**config.mk**
```make
export PLATFORM = sky130hd
export DESIGN_NAME = pct_ctrl
export DESIGN_NICKNAME = d
export VERILOG_FILES = /design/src/rtl/pct_pkg.sv /design/src/rtl/pct_ctrl.sv
export SDC_FILE = /design/constraint.sdc
export NUM_CORES = 1
export LEC_CHECK = 0
export BUFFER_PORTS_ARGS = -buffer_cell sky130_fd_sc_hd__buf_4
export CORE_MARGIN = 4
export CORE_UTILIZATION = 48
export DETAILED_ROUTE_END_ITERATION = 10
export PLACE_DENSITY = 0.68
export SYNTH_ARGS = -nofsm -noshare
export SYNTH_HDL_FRONTEND = slang
export SYNTH_SLANG_ARGS = --single-unit
```
**constraint.sdc**
```tcl
create_clock -name clk -period 3.58 [get_ports clk]
set_clock_uncertainty 0.2 [all_clocks]
set_input_delay 0.358 -clock clk [delete_from_list [all_inputs] [get_ports clk]]
set_output_delay 0.358 -clock clk [all_outputs]
set_load 0.03 [all_outputs]
```
**src/rtl/pct_pkg.sv**
```systemverilog
// parity count segment tree: shared types and constants
// used by the channel interfaces, the sequencer and the top level
`default_nettype none

package pct_pkg;

  localparam int IDX_W   = 10;
  localparam int VALUE_W = 32;
  localparam int COUNT_W = 11;

  typedef enum logic [1:0] {
    CMD_SET  = 2'd0,
    CMD_EVEN = 2'd1,
    CMD_ODD  = 2'd2,
    CMD_NOP  = 2'd3
  } cmd_t;

endpackage

`default_nettype wire

```
**src/rtl/pct_ctrl.sv**
```systemverilog
// sequencer for the tree: clearing sweep, leaf-to-root update walk and
// bottom-up range walk, all through the single node memory port pair
// depends on pct_pkg
`default_nettype none

module pct_ctrl import pct_pkg::*; #(
  parameter int SIZE = 1024,
  localparam int AW = $clog2(2 * SIZE)
) (
  input  wire logic               clk,
  input  wire logic               rst,
  input  wire logic               in_valid,
  output logic                    in_ready,
  input  wire cmd_t               cmd,
  input  wire logic [IDX_W-1:0]   first_index,
  input  wire logic [IDX_W-1:0]   last_index,
  input  wire logic               par_in,
  output logic                    res_valid,
  input  wire logic               res_ready,
  output logic      [COUNT_W-1:0] res_count,
  output logic                    rd_en,
  output logic      [AW-1:0]      rd_addr,
  input  wire logic [COUNT_W-1:0] rd_data,
  output logic                    wr_en,
  output logic      [AW-1:0]      wr_addr,
  output logic      [COUNT_W-1:0] wr_data
);

  localparam int RW = $clog2(2 * SIZE + 1);
  localparam int EW = ((RW > IDX_W) ? RW : IDX_W) + 1;

  typedef enum logic [2:0] {
    ST_CLEAR,
    ST_IDLE,
    ST_CHK,
    ST_UP,
    ST_QL,
    ST_QR,
    ST_QEND,
    ST_DONE
  } state_t;

  state_t             state;
  logic [AW-1:0]      clr;
  logic [AW-1:0]      node;
  logic               par;
  logic [RW-1:0]      lq;
  logic [RW-1:0]      rq;
  logic               pend;
  logic               odd_mode;
  logic [COUNT_W-1:0] sum;
  logic [COUNT_W-1:0] len;

  logic [EW-1:0]      first_e;
  logic [EW-1:0]      last_e;
  logic [EW-1:0]      last_sat;
  logic [EW-1:0]      size_e;
  logic               set_ok;
  logic               range_empty;
  logic [AW-1:0]      leaf;
  logic [AW-1:0]      parent;
  logic [RW-1:0]      r_dec;
  logic [RW-1:0]      r_new;
  logic [COUNT_W-1:0] bump;
  logic               accept;

  always_comb begin
    size_e      = EW'(SIZE);
    first_e     = EW'(first_index);
    last_e      = EW'(last_index);
    last_sat    = (last_e >= size_e) ? size_e - EW'(1) : last_e;
    set_ok      = first_e < size_e;
    range_empty = (first_e > last_sat) || (first_e >= size_e);
    leaf        = AW'(first_e + size_e);
    parent      = node >> 1;
    r_dec       = rq - RW'(1);
    r_new       = rq[0] ? r_dec : rq;
    bump        = par ? rd_data + COUNT_W'(1) : rd_data - COUNT_W'(1);
    accept      = in_valid && in_ready;
  end

  assign in_ready  = (state == ST_IDLE);
  assign res_valid = (state == ST_DONE);
  assign res_count = odd_mode ? sum : len - sum;

  // memory port control
  always_comb begin
    rd_en   = 1'b0;
    rd_addr = '0;
    wr_en   = 1'b0;
    wr_addr = '0;
    wr_data = '0;
    case (state)
      ST_CLEAR: begin
        wr_en   = 1'b1;
        wr_addr = clr;
      end
      ST_IDLE: begin
        if (in_valid && cmd == CMD_SET && set_ok) begin
          rd_en   = 1'b1;
          rd_addr = leaf;
        end
      end
      ST_CHK: begin
        // leaf count is the stored parity
        if (rd_data[0] != par) begin
          wr_en   = 1'b1;
          wr_addr = node;
          wr_data = bump;
          rd_en   = 1'b1;
          rd_addr = parent;
        end
      end
      ST_UP: begin
        wr_en   = 1'b1;
        wr_addr = node;
        wr_data = bump;
        if (node != AW'(1)) begin
          rd_en   = 1'b1;
          rd_addr = parent;
        end
      end
      ST_QL: begin
        if (lq < rq && lq[0]) begin
          rd_en   = 1'b1;
          rd_addr = lq[AW-1:0];
        end
      end
      ST_QR: begin
        if (rq[0]) begin
          rd_en   = 1'b1;
          rd_addr = r_dec[AW-1:0];
        end
      end
      default: begin
      end
    endcase
  end

  always_ff @(posedge clk) begin
    if (rst) begin
      state <= ST_CLEAR;
      clr   <= '0;
      pend  <= 1'b0;
    end else begin
      // a read issued last cycle lands in the running sum now
      pend <= 1'b0;
      if (pend) begin
        sum <= sum + rd_data;
      end
      case (state)
        ST_CLEAR: begin
          clr <= clr + AW'(1);
          if (clr == AW'(2 * SIZE - 1)) begin
            state <= ST_IDLE;
          end
        end
        ST_IDLE: begin
          if (accept) begin
            par      <= par_in;
            node     <= leaf;
            odd_mode <= (cmd == CMD_ODD);
            sum      <= '0;
            lq       <= RW'(first_e + size_e);
            rq       <= RW'(last_sat + size_e + EW'(1));
            len      <= COUNT_W'(last_sat - first_e + EW'(1));
            case (cmd)
              CMD_SET: begin
                if (set_ok) begin
                  state <= ST_CHK;
                end
              end
              CMD_EVEN, CMD_ODD: begin
                if (range_empty) begin
                  len   <= '0;
                  state <= ST_DONE;
                end else begin
                  state <= ST_QL;
                end
              end
              default: begin
              end
            endcase
          end
        end
        ST_CHK: begin
          if (rd_data[0] != par) begin
            node  <= parent;
            state <= ST_UP;
          end else begin
            state <= ST_IDLE;
          end
        end
        ST_UP: begin
          node <= parent;
          if (node == AW'(1)) begin
            state <= ST_IDLE;
          end
        end
        ST_QL: begin
          if (lq < rq) begin
            if (lq[0]) begin
              pend <= 1'b1;
              lq   <= lq + RW'(1);
            end
            state <= ST_QR;
          end else begin
            state <= ST_QEND;
          end
        end
        ST_QR: begin
          pend  <= rq[0];
          lq    <= lq >> 1;
          rq    <= r_new >> 1;
          state <= ST_QL;
        end
        ST_QEND: begin
          state <= ST_DONE;
        end
        ST_DONE: begin
          if (res_ready) begin
            state <= ST_IDLE;
          end
        end
        default: begin
          state <= ST_IDLE;
        end
      endcase
    end
  end

endmodule

`default_nettype wire

```
==> impl_metrics.json <==
{
  "rrSetupSlack_ps": 890,
  "finalMaxSlewViolations": 0,
  "rr_worst_depth": 9,
  "worstPathArrival_ps": 2770,
  "leakagePower_nw": 3.31,
  "drv_cap": 0,
  "startpoint": "par$_DFFE_PP_",
  "port_buffers": 85,
  "cp_num_buf_inv": 2,
  "final_common_cell": "buf_4",
  "dpl.hpwl_mm": 13.3,
  "fmax_ghz": 0.301,
  "grt_pass1_vias": 5493,
  "clk_pin_slew_ps": 60,
  "grtUsageTotal_pct": 22.4,
  "dp_slack_ps": 558,
  "postCtsSetupBuffers": 0,
  "yosys.area.top_type": "edfxtp_1",
  "insertedDiodeCount": 0,
  "nFillCells": 1196,
  "synth_area_um2": 6440,
  "syn_avg_cell_area_um2": 8.90,
  "routedWlPerCell_um": 17.0,
  "status": "completed",
  "antenna_found_initial": 0,
  "clock_latency_ps": 350,
  "clockBufferDepth": 2,
  "cp.required_ps": 3020,
  "end_kind": "primary output",
  "peakVddDrop_v": 0.000184,
  "cpLargestDelayFamily": "compound AO/OA/AOI/OAI gates",
  "r2r-start": "sum[0]$_DFFE_PN_",
  "htreeDepth": 3,
  "core_area_um2": 13200,
  "finalHoldViolations": 0,
  "cts_root_buf": "clkbuf_16",
  "io_pins": 86,
  "grt_max_degree": 22,
  "period_share_pct": 92.9,
  "finalNonFillerCells": 987,
  "drt_wl_total_mm": 16.8,
  "cts_made_buffers": 9,
  "cpPeakStageDelay_ps": 460,
  "worstPathCellList": "inv_1 -> ha_1 -> a211oi_1 -> nor2_1 -> o41a_1 -> o41ai_2 -> xor2_1 -> nor2_1 -> buf_4",
  "clock-sinks": 74,
  "rows": 42,
  "cp_slowest_cell": "edfxtp_1",
  "die_w_um": 124,
  "cp.depth": 9,
  "first_pass_iters": 5,
  "yosysWarnings": 0,
  "p_per_area_nw_per_um2": 308,
  "period_minus_slack_ps": 3330,
  "drt_iter0_drc": 419,
  "placed_cells": 970,
  "area_growth_pct": 17.7,
  "worst_pin_slew_ps": 890,
  "dieHeight_um": 124,
  "grt_overflow": 0,
  "r2r-end": "sum[10]$_DFFE_PN_",
  "path_class": "reg -> out",
  "drcViolationCount": 0,
  "vias_per_cell": 5.81,
  "num_vias": 5732,
  "cts_tree": "built",
  "setup_tns_ps": 0,
  "start_util_pct": 48.8,
  "cp-endpoint": "wr_data[9]",
  "holdPathStages": 3,
  "grt_pass1_wl_mm": 27.0,
  "synth_seq_area_share_pct": 32.2,
  "layout.nets": 922,
  "gp_congestion": 0.895,
  "async_reset_ff_share_pct": 0,
  "synth_top_area_share_pct": 27.5,
  "rsz0062_at_grt": "no",
  "synthCells": 723,
  "drive_gt1_share_pct": 16.4,
  "synth.distinct_cells": 67,
  "cp_max_fo": 9,
  "antenna_left": 0,
  "start_kind": "flop",
  "maxSlewHeadroom_pct": 40.6,
  "layout_common_cells": "96 x buf_4, 73 x ha_1, 70 x inv_1",
  "synth.area.top_cells": "edfxtp_1 28%, ha_1 14%, dfxtp_1 4.7%, inv_1 4.1%, xnor2_1 3.8%",
  "synth_nets": 839,
  "synth_enable_flop_cells": 59,
  "crit_top_cell": "nor2_1",
  "hold_class": "in -> reg",
  "synth-seq-cells": 74,
  "setup_ws_ps": 255,
  "finalSetupViolCount": 0,
  "dieArea_um2": 15300,
  "ys.flop_type": "edfxtp_1"
}
[synthesized netlist by cell type (all sizes together), types with 3 or more instances]
cell type   n
inv        71
a31oi       3
nand2      54
fa          5
o21ai      57
a21oi      39
mux2       11
xor2       24
o21a        5
clkbuf     15
xnor2      28
nand3      17
dfxtp      15
ha         73
nor2       59
nor3       19
a222oi      9
mux2i      10
or3         7
a22oi      12
o31ai       3
and2        6
edfxtp     59
nand2b     10
a22o       13
a21o       12
nor2b      12
a211oi      9
o2111ai     3
buf        10
nor4        3
and3        6
nand4      11
or2         3
[worst min-delay path, cell delays in order]
cell and delay [ps]:
buf_4 110, nand2_1 40, o21ai_0 60
[metrics by stage]
stage               hold WS (ps)  area, um2  power, mW  utilization, %
floorplan                    257       6440       1.30               -
global placement             297       7270       1.43            55.1
detailed placement           311       7270       1.44            55.1
CTS                          132       7580       2.36            57.4
global route                 154       7580       2.44            57.5
finish                       139       7580       2.33            57.5
[power by group]
part | switching (mW) | total (mW) | internal [mW]
logic | 0.260 | 0.469 | 0.209
registers | 0.0134 | 0.961 | 0.947
clock network | 0.364 | 0.904 | 0.541
total | 0.637 | 2.33 | 1.70
[cells by family after synthesis]
kind of cell | after synthesis | share of synthesized area (%)
XOR/XNOR | 52 | 7.07
AO/OA/AOI/OAI | 186 | 19.3
multiplexers | 21 | 3.48
AND/OR/NAND/NOR | 216 | 16.5
adder cells (fa/ha/maj) | 78 | 15.7
buffers and inverters | 96 | 5.79
flip-flops | 74 | 32.2
[what timing repair did]
action,in CTS,in global routing
resized for setup,0,2
endpoints found under the hold margin,1,0
endpoints found under the setup margin,0,10
hold buffers,1,0
[worst min path at each step]
| stage | from | to |
|---|---|---|
| 2_1_floorplan | par_in | par$_DFFE_PP_ |
| 3_3_place_gp | clr[10]$_SDFFE_PP0P_ | clr[10]$_SDFFE_PP0P_ |
| 3_5_place_dp | clr[6]$_SDFFE_PP0P_ | clr[6]$_SDFFE_PP0P_ |
| 4_1_cts | first_index[0] | lq[0]$_DFFE_PP_ |
| 5_1_grt | cmd[1] | odd_mode$_DFFE_PP_ |
| 6_report | first_index[0] | lq[0]$_DFFE_PP_ |
[flip-flops by register name, summed over array words and instances (netlist names), 3 cells and up]
name,flops
clr,11
len,11
lq,12
node,11
rq,12
state,3
sum,11
[metal layers]
layer / up-vias / track usage (%) / wire [um]
met4: 0 / 11.1 / 557
met2: 196 / 35.0 / 7670
met5: - / 0 / 0
met1: 2708 / 30.0 / 7370
li1: 2783 / - / -
met3: 45 / 3.63 / 1190
[cell type report]
type                       count  area, um2  area share [%]
clock buffer                  10        229            3.02
clock inverter                 6       66.3           0.875
multi-input combinational    553       3990            52.7
sequential                    74       2070            27.4
timing repair buffer          97        731            9.64
tap                          176        220            2.91
inverter                      71        267            3.52
Note: power is estimated with default switching activity, not from simulation.
